`src/design/smtc_pkg.sv`:
```
// Shared types, constants and helpers for the sliding-mode tracking controller.
// Holds the microcode ROM, the operand map and the fixed-point arithmetic helpers.
// No dependencies.
package smtc_pkg;

    localparam int WORD_W  = 32;
    localparam int FRAC_W  = 16;
    localparam int GAIN_W  = 31;
    localparam int CFG_AW  = 3;
    localparam int MAG_W   = 48;
    localparam int PROD_W  = 64;
    localparam int STEP_W  = 6;
    localparam int CNT_W   = 6;

    // CORDIC works in Q2.30, z carries two guard bits over the word
    localparam int CORDIC_N  = 24;
    localparam int CORDIC_SH = 30 - FRAC_W;
    localparam int XY_W      = 33;
    localparam int Z_W       = 34;
    localparam int WRAP_N    = 14;
    localparam int DIV_N     = 48;

    localparam logic signed [WORD_W-1:0] WMAX = 32'sh7fff_ffff;
    localparam logic signed [WORD_W-1:0] WMIN = 32'sh8000_0000;
    localparam logic [WORD_W-1:0] PI_W     = 32'd205887;
    localparam logic [WORD_W-1:0] TWO_PI_W = 32'd411774;
    localparam logic [WORD_W-1:0] FLOOR_C  = 32'd256;

    localparam logic signed [Z_W-1:0]  PI_Q30      = 34'sd3373259426;
    localparam logic signed [Z_W-1:0]  HALF_PI_Q30 = 34'sd1686629713;
    localparam logic signed [XY_W-1:0] CORDIC_K    = 33'sd652032874;

    localparam logic [29:0] ATAN_Q30 [CORDIC_N] = '{
        30'd843314857, 30'd497837829, 30'd263043837, 30'd133525159,
        30'd67021687,  30'd33543516,  30'd16775851,  30'd8388437,
        30'd4194283,   30'd2097149,   30'd1048576,   30'd524288,
        30'd262144,    30'd131072,    30'd65536,     30'd32768,
        30'd16384,     30'd8192,      30'd4096,      30'd2048,
        30'd1024,      30'd512,       30'd256,       30'd128
    };

    typedef struct packed {
        logic signed [WORD_W-1:0] robot_x;
        logic signed [WORD_W-1:0] robot_y;
        logic signed [WORD_W-1:0] robot_heading;
        logic signed [WORD_W-1:0] robot_speed;
        logic signed [WORD_W-1:0] robot_turn_rate;
        logic signed [WORD_W-1:0] desired_x;
        logic signed [WORD_W-1:0] desired_y;
        logic signed [WORD_W-1:0] desired_heading;
        logic signed [WORD_W-1:0] desired_speed;
        logic signed [WORD_W-1:0] desired_turn_rate;
        logic signed [WORD_W-1:0] desired_accel;
        logic signed [WORD_W-1:0] desired_turn_accel;
    } t_in_item;

    typedef struct packed {
        logic signed [WORD_W-1:0] command_speed;
        logic signed [WORD_W-1:0] command_turn_rate;
        logic                     cosine_guard;
    } t_out_item;

    typedef struct packed {
        logic [GAIN_W-1:0] k0;
        logic [GAIN_W-1:0] k1;
        logic [GAIN_W-1:0] k2;
        logic [GAIN_W-1:0] p1;
        logic [GAIN_W-1:0] p2;
        logic [GAIN_W-1:0] q1;
        logic [GAIN_W-1:0] q2;
        logic [GAIN_W-1:0] dt;
    } t_cfg;

    typedef enum logic [CFG_AW-1:0] {
        CFG_K0, CFG_K1, CFG_K2, CFG_P1, CFG_P2, CFG_Q1, CFG_Q2, CFG_DT
    } t_cfg_idx;

    typedef enum logic [3:0] {
        OP_ADD, OP_SUB, OP_MUL, OP_SWT, OP_WRAP, OP_SC, OP_GETS, OP_DEN, OP_DIV
    } t_op;

    typedef enum logic [2:0] {
        PH_IDLE, PH_READ, PH_EXEC, PH_WAIT, PH_WB, PH_OUT
    } t_phase;

    typedef enum logic [1:0] {
        IK_WRAP, IK_SC, IK_DIV
    } t_iter_kind;

    typedef struct packed {
        logic       start;
        t_iter_kind kind;
    } t_iter_req;

    typedef struct packed {
        logic busy;
        logic done;
    } t_iter_stat;

    // operand codes: bit 5 clear selects the scratch file
    typedef logic [5:0] t_opnd;

    localparam t_opnd O_T0   = 6'd0;
    localparam t_opnd O_T1   = 6'd1;
    localparam t_opnd O_T2   = 6'd2;
    localparam t_opnd O_CT   = 6'd3;
    localparam t_opnd O_ST   = 6'd4;
    localparam t_opnd O_DX   = 6'd5;
    localparam t_opnd O_DY   = 6'd6;
    localparam t_opnd O_XE   = 6'd7;
    localparam t_opnd O_YE   = 6'd8;
    localparam t_opnd O_TE   = 6'd9;
    localparam t_opnd O_CE   = 6'd10;
    localparam t_opnd O_SE   = 6'd11;
    localparam t_opnd O_XED  = 6'd12;
    localparam t_opnd O_YED  = 6'd13;
    localparam t_opnd O_TED  = 6'd14;
    localparam t_opnd O_S1   = 6'd15;
    localparam t_opnd O_S2   = 6'd16;
    localparam t_opnd O_XR   = 6'd32;
    localparam t_opnd O_YR   = 6'd33;
    localparam t_opnd O_THR  = 6'd34;
    localparam t_opnd O_VR   = 6'd35;
    localparam t_opnd O_WR   = 6'd36;
    localparam t_opnd O_XD   = 6'd37;
    localparam t_opnd O_YD   = 6'd38;
    localparam t_opnd O_THD  = 6'd39;
    localparam t_opnd O_VD   = 6'd40;
    localparam t_opnd O_WD   = 6'd41;
    localparam t_opnd O_VDD  = 6'd42;
    localparam t_opnd O_WDD  = 6'd43;
    localparam t_opnd O_K0   = 6'd44;
    localparam t_opnd O_K1   = 6'd45;
    localparam t_opnd O_K2   = 6'd46;
    localparam t_opnd O_P1   = 6'd47;
    localparam t_opnd O_P2   = 6'd48;
    localparam t_opnd O_Q1   = 6'd49;
    localparam t_opnd O_Q2   = 6'd50;
    localparam t_opnd O_DT   = 6'd51;
    localparam t_opnd O_INTV = 6'd52;
    localparam t_opnd O_INTW = 6'd53;
    localparam t_opnd O_ZERO = 6'd54;

    typedef struct packed {
        t_op   op;
        t_opnd dst;
        t_opnd a;
        t_opnd b;
        logic  last;
    } t_uword;

    function automatic logic signed [WORD_W-1:0] sat_sum(input logic signed [WORD_W:0] s);
        if (s[WORD_W] != s[WORD_W-1]) begin
            return s[WORD_W] ? WMIN : WMAX;
        end
        return s[WORD_W-1:0];
    endfunction

    function automatic logic [WORD_W-1:0] mag32(input logic signed [WORD_W-1:0] a);
        return a[WORD_W-1] ? (~a + 32'd1) : a;
    endfunction

    function automatic logic signed [WORD_W-1:0] from_mag(input logic [MAG_W-1:0] p,
                                                          input logic neg);
        if (neg) begin
            if (p > 48'h0000_8000_0000) begin
                return WMIN;
            end
            return ~p[WORD_W-1:0] + 32'd1;
        end
        if (p > 48'h0000_7fff_ffff) begin
            return WMAX;
        end
        return p[WORD_W-1:0];
    endfunction

    function automatic logic signed [WORD_W-1:0] ext_val(input t_opnd c, input t_in_item in,
            input t_cfg cfg, input logic signed [WORD_W-1:0] iv,
            input logic signed [WORD_W-1:0] iw);
        case (c)
            O_XR:    return in.robot_x;
            O_YR:    return in.robot_y;
            O_THR:   return in.robot_heading;
            O_VR:    return in.robot_speed;
            O_WR:    return in.robot_turn_rate;
            O_XD:    return in.desired_x;
            O_YD:    return in.desired_y;
            O_THD:   return in.desired_heading;
            O_VD:    return in.desired_speed;
            O_WD:    return in.desired_turn_rate;
            O_VDD:   return in.desired_accel;
            O_WDD:   return in.desired_turn_accel;
            O_K0:    return {1'b0, cfg.k0};
            O_K1:    return {1'b0, cfg.k1};
            O_K2:    return {1'b0, cfg.k2};
            O_P1:    return {1'b0, cfg.p1};
            O_P2:    return {1'b0, cfg.p2};
            O_Q1:    return {1'b0, cfg.q1};
            O_Q2:    return {1'b0, cfg.q2};
            O_DT:    return {1'b0, cfg.dt};
            O_INTV:  return iv;
            O_INTW:  return iw;
            default: return '0;
        endcase
    endfunction

    function automatic t_uword uw(input t_op op, input t_opnd d, input t_opnd a,
                                  input t_opnd b, input logic last);
        t_uword w;
        w.op   = op;
        w.dst  = d;
        w.a    = a;
        w.b    = b;
        w.last = last;
        return w;
    endfunction

    // control program, one word per step
    function automatic t_uword prog_word(input logic [STEP_W-1:0] s);
        unique case (s)
            6'd0:  return uw(OP_WRAP, O_T0,   O_THD,  O_ZERO, 1'b0);
            6'd1:  return uw(OP_SC,   O_CT,   O_T0,   O_ZERO, 1'b0);
            6'd2:  return uw(OP_GETS, O_ST,   O_ZERO, O_ZERO, 1'b0);
            6'd3:  return uw(OP_SUB,  O_DX,   O_XR,   O_XD,   1'b0);
            6'd4:  return uw(OP_SUB,  O_DY,   O_YR,   O_YD,   1'b0);
            6'd5:  return uw(OP_MUL,  O_T0,   O_DX,   O_CT,   1'b0);
            6'd6:  return uw(OP_MUL,  O_T1,   O_DY,   O_ST,   1'b0);
            6'd7:  return uw(OP_ADD,  O_XE,   O_T0,   O_T1,   1'b0);
            6'd8:  return uw(OP_MUL,  O_T0,   O_DY,   O_CT,   1'b0);
            6'd9:  return uw(OP_MUL,  O_T1,   O_DX,   O_ST,   1'b0);
            6'd10: return uw(OP_SUB,  O_YE,   O_T0,   O_T1,   1'b0);
            6'd11: return uw(OP_SUB,  O_T0,   O_THR,  O_THD,  1'b0);
            6'd12: return uw(OP_WRAP, O_TE,   O_T0,   O_ZERO, 1'b0);
            6'd13: return uw(OP_SC,   O_CE,   O_TE,   O_ZERO, 1'b0);
            6'd14: return uw(OP_GETS, O_SE,   O_ZERO, O_ZERO, 1'b0);
            6'd15: return uw(OP_MUL,  O_T0,   O_VR,   O_CE,   1'b0);
            6'd16: return uw(OP_MUL,  O_T1,   O_YE,   O_WD,   1'b0);
            6'd17: return uw(OP_ADD,  O_T0,   O_T0,   O_T1,   1'b0);
            6'd18: return uw(OP_SUB,  O_XED,  O_T0,   O_VD,   1'b0);
            6'd19: return uw(OP_MUL,  O_T0,   O_VR,   O_SE,   1'b0);
            6'd20: return uw(OP_MUL,  O_T1,   O_XE,   O_WD,   1'b0);
            6'd21: return uw(OP_SUB,  O_YED,  O_T0,   O_T1,   1'b0);
            6'd22: return uw(OP_SUB,  O_TED,  O_WR,   O_WD,   1'b0);
            6'd23: return uw(OP_MUL,  O_T0,   O_K1,   O_XE,   1'b0);
            6'd24: return uw(OP_ADD,  O_S1,   O_XED,  O_T0,   1'b0);
            6'd25: return uw(OP_MUL,  O_T0,   O_K2,   O_TE,   1'b0);
            6'd26: return uw(OP_ADD,  O_T0,   O_TED,  O_T0,   1'b0);
            6'd27: return uw(OP_MUL,  O_T1,   O_K0,   O_YE,   1'b0);
            6'd28: return uw(OP_ADD,  O_S2,   O_T0,   O_T1,   1'b0);
            6'd29: return uw(OP_MUL,  O_T0,   O_VR,   O_TED,  1'b0);
            6'd30: return uw(OP_MUL,  O_T1,   O_T0,   O_SE,   1'b0);
            6'd31: return uw(OP_MUL,  O_T0,   O_WDD,  O_YE,   1'b0);
            6'd32: return uw(OP_SUB,  O_T1,   O_T1,   O_T0,   1'b0);
            6'd33: return uw(OP_MUL,  O_T0,   O_WD,   O_YED,  1'b0);
            6'd34: return uw(OP_SUB,  O_T1,   O_T1,   O_T0,   1'b0);
            6'd35: return uw(OP_ADD,  O_T1,   O_T1,   O_VDD,  1'b0);
            6'd36: return uw(OP_MUL,  O_T0,   O_K1,   O_XED,  1'b0);
            6'd37: return uw(OP_SUB,  O_T1,   O_T1,   O_T0,   1'b0);
            6'd38: return uw(OP_MUL,  O_T0,   O_K2,   O_TED,  1'b0);
            6'd39: return uw(OP_SUB,  O_T2,   O_WDD,  O_T0,   1'b0);
            6'd40: return uw(OP_MUL,  O_T0,   O_K0,   O_YED,  1'b0);
            6'd41: return uw(OP_SUB,  O_T2,   O_T2,   O_T0,   1'b0);
            6'd42: return uw(OP_MUL,  O_T0,   O_Q1,   O_S1,   1'b0);
            6'd43: return uw(OP_SUB,  O_T1,   O_T1,   O_T0,   1'b0);
            6'd44: return uw(OP_SWT,  O_T0,   O_S1,   O_P1,   1'b0);
            6'd45: return uw(OP_SUB,  O_T1,   O_T1,   O_T0,   1'b0);
            6'd46: return uw(OP_DEN,  O_T0,   O_CE,   O_ZERO, 1'b0);
            6'd47: return uw(OP_DIV,  O_T1,   O_T1,   O_T0,   1'b0);
            6'd48: return uw(OP_MUL,  O_T0,   O_Q2,   O_S2,   1'b0);
            6'd49: return uw(OP_SUB,  O_T2,   O_T2,   O_T0,   1'b0);
            6'd50: return uw(OP_SWT,  O_T0,   O_S2,   O_P2,   1'b0);
            6'd51: return uw(OP_SUB,  O_T2,   O_T2,   O_T0,   1'b0);
            6'd52: return uw(OP_MUL,  O_T0,   O_DT,   O_T1,   1'b0);
            6'd53: return uw(OP_ADD,  O_INTV, O_INTV, O_T0,   1'b0);
            6'd54: return uw(OP_MUL,  O_T0,   O_DT,   O_T2,   1'b0);
            6'd55: return uw(OP_ADD,  O_INTW, O_INTW, O_T0,   1'b1);
            default: return uw(OP_ADD, O_T0,  O_ZERO, O_ZERO, 1'b1);
        endcase
    endfunction

endpackage

```
`src/design/smtc_iter.sv`:
```
// Multi-cycle arithmetic unit: angle wrap, CORDIC sine/cosine, restoring divide.
// One iteration per clock. Depends on smtc_pkg.
module smtc_iter (
    input  logic                             i_clk,
    input  logic                             i_rst_n,
    input  smtc_pkg::t_iter_req              i_req,
    input  logic signed [smtc_pkg::WORD_W-1:0] i_a,
    input  logic signed [smtc_pkg::WORD_W-1:0] i_b,
    output smtc_pkg::t_iter_stat             o_stat,
    output logic signed [smtc_pkg::WORD_W-1:0] o_res,
    output logic signed [smtc_pkg::WORD_W-1:0] o_sin
);
    import smtc_pkg::*;

    logic                     r_busy, r_done;
    t_iter_kind               r_kind;
    logic [CNT_W-1:0]         r_cnt;
    logic                     r_neg, r_flip;
    logic [WORD_W-1:0]        r_m, r_md;
    logic signed [XY_W-1:0]   r_x, r_y;
    logic signed [Z_W-1:0]    r_z;
    logic [WORD_W:0]          r_rem;
    logic [MAG_W-1:0]         r_q, r_dvd;
    logic signed [WORD_W-1:0] r_res, r_sin;

    // wrap: subtract shifted multiples of 2*pi
    logic [WORD_W-1:0] w_sub, w_m_nxt, w_fold;
    logic signed [WORD_W-1:0] w_wrap;
    // cordic
    logic signed [XY_W-1:0] c_dx, c_dy, c_x_nxt, c_y_nxt, c_xf, c_yf, c_xs, c_ys;
    logic signed [Z_W-1:0]  c_at, c_z_nxt, c_z0;
    // divide
    logic [WORD_W:0]  d_r2, d_rem_nxt;
    logic             d_ge;
    logic [MAG_W-1:0] d_q_nxt;

    always_comb begin
        w_sub   = TWO_PI_W << r_cnt[3:0];
        w_m_nxt = (r_m >= w_sub) ? r_m - w_sub : r_m;
        w_fold  = (r_neg && w_m_nxt != '0) ? TWO_PI_W - w_m_nxt : w_m_nxt;
        w_wrap  = $signed(w_fold) - $signed(PI_W);

        c_dx = r_y >>> r_cnt[4:0];
        c_dy = r_x >>> r_cnt[4:0];
        c_at = $signed({4'b0, ATAN_Q30[r_cnt[4:0]]});
        if (r_z >= 0) begin
            c_x_nxt = r_x - c_dx;
            c_y_nxt = r_y + c_dy;
            c_z_nxt = r_z - c_at;
        end else begin
            c_x_nxt = r_x + c_dx;
            c_y_nxt = r_y - c_dy;
            c_z_nxt = r_z + c_at;
        end
        c_xf = r_flip ? -c_x_nxt : c_x_nxt;
        c_yf = r_flip ? -c_y_nxt : c_y_nxt;
        c_xs = c_xf >>> CORDIC_SH;
        c_ys = c_yf >>> CORDIC_SH;
        c_z0 = $signed({i_a[Z_W-CORDIC_SH-1:0], {CORDIC_SH{1'b0}}});

        d_r2      = {r_rem[WORD_W-1:0], r_dvd[MAG_W-1]};
        d_ge      = d_r2 >= {1'b0, r_md};
        d_rem_nxt = d_ge ? d_r2 - {1'b0, r_md} : d_r2;
        d_q_nxt   = {r_q[MAG_W-2:0], d_ge};
    end

    always_ff @(posedge i_clk) begin
        if (!i_rst_n) begin
            r_busy <= 1'b0;
            r_done <= 1'b0;
            r_kind <= IK_WRAP;
            r_cnt  <= '0;
        end else begin
            r_done <= 1'b0;
            if (i_req.start) begin
                r_busy <= 1'b1;
                r_kind <= i_req.kind;
                unique case (i_req.kind)
                    IK_WRAP: r_cnt <= CNT_W'(WRAP_N - 1);
                    IK_SC:   r_cnt <= '0;
                    default: r_cnt <= CNT_W'(DIV_N - 1);
                endcase
            end else if (r_busy) begin
                if ((r_kind == IK_SC && r_cnt == CNT_W'(CORDIC_N - 1)) ||
                    (r_kind != IK_SC && r_cnt == '0)) begin
                    r_busy <= 1'b0;
                    r_done <= 1'b1;
                end else if (r_kind == IK_SC) begin
                    r_cnt <= r_cnt + 1'b1;
                end else begin
                    r_cnt <= r_cnt - 1'b1;
                end
            end
        end
    end

    // datapath registers
    always_ff @(posedge i_clk) begin
        logic signed [Z_W-1:0] v;
        v = $signed({{(Z_W-WORD_W){i_a[WORD_W-1]}}, i_a}) + $signed({2'b0, PI_W});
        if (i_req.start) begin
            unique case (i_req.kind)
                IK_WRAP: begin
                    r_neg <= v[Z_W-1];
                    r_m   <= v[Z_W-1] ? WORD_W'(-v) : v[WORD_W-1:0];
                end
                IK_SC: begin
                    r_x <= CORDIC_K;
                    r_y <= '0;
                    if (c_z0 > HALF_PI_Q30) begin
                        r_z    <= c_z0 - PI_Q30;
                        r_flip <= 1'b1;
                    end else if (c_z0 < -HALF_PI_Q30) begin
                        r_z    <= c_z0 + PI_Q30;
                        r_flip <= 1'b1;
                    end else begin
                        r_z    <= c_z0;
                        r_flip <= 1'b0;
                    end
                end
                default: begin
                    r_neg <= i_a[WORD_W-1] ^ i_b[WORD_W-1];
                    r_md  <= mag32(i_b);
                    r_dvd <= {mag32(i_a), {FRAC_W{1'b0}}};
                    r_rem <= '0;
                    r_q   <= '0;
                end
            endcase
        end else if (r_busy) begin
            unique case (r_kind)
                IK_WRAP: begin
                    r_m <= w_m_nxt;
                    if (r_cnt == '0) begin
                        r_res <= w_wrap;
                    end
                end
                IK_SC: begin
                    r_x <= c_x_nxt;
                    r_y <= c_y_nxt;
                    r_z <= c_z_nxt;
                    if (r_cnt == CNT_W'(CORDIC_N - 1)) begin
                        r_res <= c_xs[WORD_W-1:0];
                        r_sin <= c_ys[WORD_W-1:0];
                    end
                end
                default: begin
                    r_rem <= d_rem_nxt;
                    r_q   <= d_q_nxt;
                    r_dvd <= {r_dvd[MAG_W-2:0], 1'b0};
                    if (r_cnt == '0) begin
                        r_res <= from_mag(d_q_nxt, r_neg);
                    end
                end
            endcase
        end
    end

    assign o_stat.busy = r_busy;
    assign o_stat.done = r_done;
    assign o_res       = r_res;
    assign o_sin       = r_sin;

endmodule

```
`config.mk`:
```
export PLATFORM = sky130hd
export DESIGN_NAME = smtc_iter
export DESIGN_NICKNAME = d
export VERILOG_FILES = /design/src/design/smtc_pkg.sv /design/src/design/smtc_iter.sv
export SDC_FILE = /design/constraint.sdc
export NUM_CORES = 2
export LEC_CHECK = 0
export BUFFER_PORTS_ARGS = -buffer_cell sky130_fd_sc_hd__buf_2
export CORE_ASPECT_RATIO = 1.1
export CORE_MARGIN = 5
export CORE_UTILIZATION = 63
export DETAILED_ROUTE_END_ITERATION = 10
export PLACE_DENSITY = 0.91
export SLEW_MARGIN = 20
export SYNTH_ARGS = -nofsm -noshare
export SYNTH_HDL_FRONTEND = slang
export SYNTH_SLANG_ARGS = --single-unit
```
`constraint.sdc`:
```
create_clock -name i_clk -period 12.5 [get_ports i_clk]
set_input_delay 0.625 -clock i_clk [delete_from_list [all_inputs] [get_ports i_clk]]
set_output_delay 0.625 -clock i_clk [all_outputs]
set_load 0.01 [all_outputs]
```
; ---- Yosys cells after proc, flatten, opt, wreduce, memory -nomap -nowiden
; Memories as Yosys holds them, arrays and structs flattened.
; Cells that the tools add are included.
; Widths: inputs -> output; s select.
[word_totals]
regBits = 354
mem_bits_ro = 960
output_inout_bits = 66
elab_cells = 176
memories = 1
[mem_list]
columns = name, depth, word_bits, read_ports, rd_clocked_by_memory_dff, write_ports, line_no
row1 = (no name shown), 32, 30, 1, 0, 0, smtc_iter.sv:45  ; c_at = $signed({4'b0, ATAN_Q30[r_cnt[4:0]]});
[classes]
add_sub_neg = 21
order_cmp = 8
eq_ne = 11
shift = 3
n_mux = 81
bitwise = 10
n_reduce_logical = 24
[op_table]
columns = op, n
row1 = $mux 32, 22
row2 = $mux 33, 12
row3 = $mux 34, 7
row4 = $mux 48, 4
row5 = $mux 47, 4
row6 = $add 32x1->32 const B, 3
row7 = $not 32->32, 3
row8 = $add 33x33->33, 2
row9 = $neg 33->33, 2
row10 = $sshr 33x5->33, 2
row11 = $sub 33x33->33, 2
row12 = $pmux 32 s2, 1
row13 = $sub 32x32->32, 2
row14 = $mux 30, 2
row15 = $gt 48x31->1 const B, 1
row16 = $gt 48x32->1 const B, 1
row17 = $add 34x31->34, 1
row18 = $add 34x33->34 const B, 1
row19 = $ge 34x1->1 const B, 1
row20 = $gt 34x32->1 const B, 1
row21 = $lt 34x32->1 const B, 1
row22 = $sub 34x31->34, 1
row23 = $sub 34x33->34 const B, 1
row24 = $add 32x19->33 const B, 1
row25 = 33 further kinds, 80

; ---- Logic depth before layout (Yosys ltp)
[depth]
depth_word = 15
ltp_mapped = 36
mapped_depth_nobuf = 28

; ---- Least setup slack after synthesis
; OpenSTA, ideal clock, no wires.
[synth_path]
path_type = input -> register
startpoint = in i_req[2] in the netlist's numbering
endpoint = reg r_dvd[16], enable pin
setup_time_ns = 0.734
t_arrival_ns = 9.029
required_time_ns = 11.766
slack_ns = 2.737
cell_stages = 5
path_buffers = 2
cell_sequence = clkbuf_1 inv_1 clkbuf_1 nand2_1 o21ai_0
[synth_between]
elab_chain_len = 2
[synth_rtl]
columns = item, line_no
row1 = "start, declared", smtc_iter.sv:6  ; input smtc_pkg::t_iter_req i_req,
row2 = "$ne 2x1->1 (no source line), or another cell as far along", n/a
row3 = $reduce_and 3->1 (no source line) *, n/a
row4 = "end signal, assigned", smtc_iter.sv:124  ; r_dvd <= {mag32(i_a), {FRAC_W{1'b0}}};
row5 = "end signal, assigned", smtc_iter.sv:149  ; r_dvd <= {r_dvd[MAG_W-2:0], 1'b0};
row6 = "end, declared", smtc_iter.sv:23  ; logic [MAG_W-1:0] r_q, r_dvd;
; Every way passes the cells marked *; elsewhere a longest branch is shown, timed or not.
; A chain may end at the register's enable or synchronous reset.

; ---- Worst setup path after layout
[layout_path]
startpoint = reg r_cnt[1]
endpoint = reg r_res[29], in the netlist o_res[29] (data pin)
[layout_between]
elab_chain_len = 9
[layout_rtl]
columns = item, line_no
row1 = "start, declared", smtc_iter.sv:17  ; logic [CNT_W-1:0] r_cnt;
row2 = "start signal, assigned", smtc_iter.sv:79  ; IK_WRAP: r_cnt <= CNT_W'(WRAP_N - 1);
row3 = "start signal, assigned", smtc_iter.sv:81  ; default: r_cnt <= CNT_W'(DIV_N - 1);
row4 = "start signal, assigned", smtc_iter.sv:89  ; r_cnt <= r_cnt + 1'b1;
row5 = "parallel branches: the longest is 8 deep, another holds $sub 32x32->32", n/a
row6 = $pmux 32 s2 *, smtc_iter.sv:130  ; unique case (r_kind)
row7 = "end signal, assigned", smtc_iter.sv:134  ; r_res <= w_wrap;
row8 = "end signal, assigned", smtc_iter.sv:142  ; r_res <= c_xs[WORD_W-1:0];
row9 = "end signal, assigned", smtc_iter.sv:151  ; r_res <= from_mag(d_q_nxt, r_neg);
row10 = "end, declared", smtc_iter.sv:24  ; logic signed [WORD_W-1:0] r_res, r_sin;
; Every way passes the cells marked *. The select of a mux whose other input is x is not followed.

==> summary.txt <==
Crit Path Max Fanout - 88
#FFs+latches synth - 338
final worst-path cycle share - 73.0%
maxcap violations - 0
die area - 0.0619 sq mm
Total Nets Final - 4,452
clk sinks - 338
Top FF cell, synth - edfxtp_1
Crit path buffers/inverters - 4
post-synthesis area per instance - 8.49 sq um
CTS Hold Buffers Added - 0
num rows - 91
Period minus WS final - 9.13 ns
Synth async-reset ratio - 0%
max-slew violations - 0
TNS Setup - 0 ns
commonest cells in the netlist - nand2_1, nor2_1, a21oi_1, edfxtp_1, o21ai_0
Post-CTS Setup Inserts - 0
clk_lat worst skew - 0.60 ns
Via density - 6.88
htree depth - 2
Mapped Nets - 4,490
drt initial violations - 4,373
placed inst area - 0.0367 sq mm
TritonCTS clock tree - done
post-route ant nets - 0
HP Class - input port to flip-flop
final wirelength - 111,000 um
Syn Inst Count - 4,231
drt drc - 0
crit end category - flip-flop
post-route cell area - 0.0382 sq mm
total CTS buffers - 40
GRT Overall Usage - 34.1%
Synth area leader - edfxtp_1
RSZ-0062 raised after global routing - false
CTS Root Cell - clkbuf_16
worst setup margin - 3.37 ns
distinct cell type count after synthesis - 115
Setup WS pre-CTS - 3.44 ns
clk_skew - 0.0518 ns
outcome - complete, no violations
Cell Area, Synth - 0.0359 sq mm
most common cell in the netlist - nand2_1
crit path DAT - 9.48 ns
RePlAce Congestion - 1.00
post-synthesis sequential area ratio - 28.0%
fraction of layout cells with a size suffix above 1 - 11.1%
pin count of the biggest net entering global routing - 98
Slew HR - 25.1%
Detailed Place HPWL - 81,400 um
DR pass1 iterations - 9
cts repair resizes - 0
Peak Freq - 110 MHz
via count - 34,200
Max clock buf depth - 3
die height - 260 um
fin util - 67.9%
Synth top area share - 27.4%
synth-to-layout area growth - 6.30%
Starting Density - 63.9%
CP dominant cell by count - ha_1
critical path data required time - 12.85 ns
critical path class - flip-flop to flip-flop
core area - 0.0562 sq mm
ranking of synthesized cells by area - edfxtp_1, ha_1, xnor2_1
initial antenna violation count - 8
Die W - 238 um
Yosys warning total - 0
drt wl/cell - 22.3 um
CP top delay family - simple AND/OR/NAND/NOR gates
number of flops mapped to enable cells by yosys - 328
Leak - 14.4 nW
first-pass GRT wire length - 173,000 um
vias in the first global route - 32,300
final setup fails - 0
GRT Residual Overflow - 0
IO buf count - 134
PwrDens - 169 mW/mm^2
io pins - 135
Final Hold Viols - 0
worst vdd ir - 0.127 mV
Worst-path clk slew - 0.06 ns
critical path's slowest cell - dfxtp_4
Worst-Margin Slew - 1.12 ns
overall power - 6.47 mW
slowest stage delay, CP - 1.07 ns
Startpoint Class - flip-flop
-- stage by stage --
stage / hold WS (ns) / instances
final: 0.256 / 4972
after global routing: 0.246 / 4972
after CTS: 0.246 / 4969
after detailed placement: 0.555 / 4895
after global placement: 0.542 / 4895
after floorplan: 0.502 / 4231
-- worst register-to-register path, delay by kind of cell (launching register included) --
family          cells  cell delay (ns)
simple gates       13             3.41
compound gates      9             1.91
fa+ha+maj           3             1.40
buf+inv             4             1.11
flops               1             1.07
-- placed cells by master, fill, tap and decap left out, types with 76 or more instances in the layout --
cell type,n
a21oi_1,347
buf_2,133
edfxtp_1,328
ha_1,185
inv_1,165
mux2i_1,76
mux4_2,82
nand2_1,412
nand3_1,92
nor2_1,366
nor2b_1,76
nor3_1,76
o21ai_0,287
xnor2_1,256
xor2_1,163
-- sequential cells by signal, summed over array words and instances, names as in the netlist --
name / flops
r_md: 32
r_kind: 2
r_x: 33
r_done: 1
r_dvd: 32
r_m: 32
o_res: 32
r_q: 47
r_flip: 1
r_z: 34
r_y: 33
r_cnt: 6
r_busy: 1
r_neg: 1
o_sin: 19
r_rem: 32
-- cell families (layout without fill, tap and decap cells) --
kind of cell / count (synthesis) / after routing / share of synthesized area, %
mux: 192 / 192 / 8.36
xor+xnor: 420 / 420 / 10.3
flops: 338 / 338 / 28.0
simple gates: 1439 / 1439 / 19.6
buf+inv: 420 / 414 / 4.85
other cells: 0 / 3 / 0
compound gates: 1232 / 1232 / 22.2
fa+ha+maj: 190 / 190 / 6.72
-- worst paths after layout --
path                                  end      from  cells past startpoint  slack (ns)
worst max-delay path            o_res[29]  r_cnt[1]                     29        3.37
worst min-delay path              r_md[0]    i_b[0]                      1        0.26
worst max register to register  o_res[29]  r_cnt[1]                     29        3.37
worst min register to register    r_q[35]   r_q[34]                      1        0.56
-- cell type report --
cell class,count,area [sq um]
Multi-Input combinational cell,3473,24200
Fill cell,4381,18100
Sequential cell,338,10100
Clock buffer,49,1050
Timing Repair Buffer,168,938
Tap cell,744,931
Inverter,172,646
Clock inverter,25,362
Antenna cell,3,7.51
-- layer usage --
layer	wire, um	up-vias	GRT usage (%)
met5	21	-	0
met4	8060	4	20.0
met2	50700	2106	55.1
li1	-	15600	-
met3	11600	493	7.10
met1	40700	16000	42.5
-- power breakdown --
| part | switching (mW) | internal (mW) |
|---|---|---|
| clock network | 0.527 | 0.756 |
| registers | 0.109 | 1.43 |
| logic | 2.26 | 1.39 |
Power figures use the tool's default switching activity.
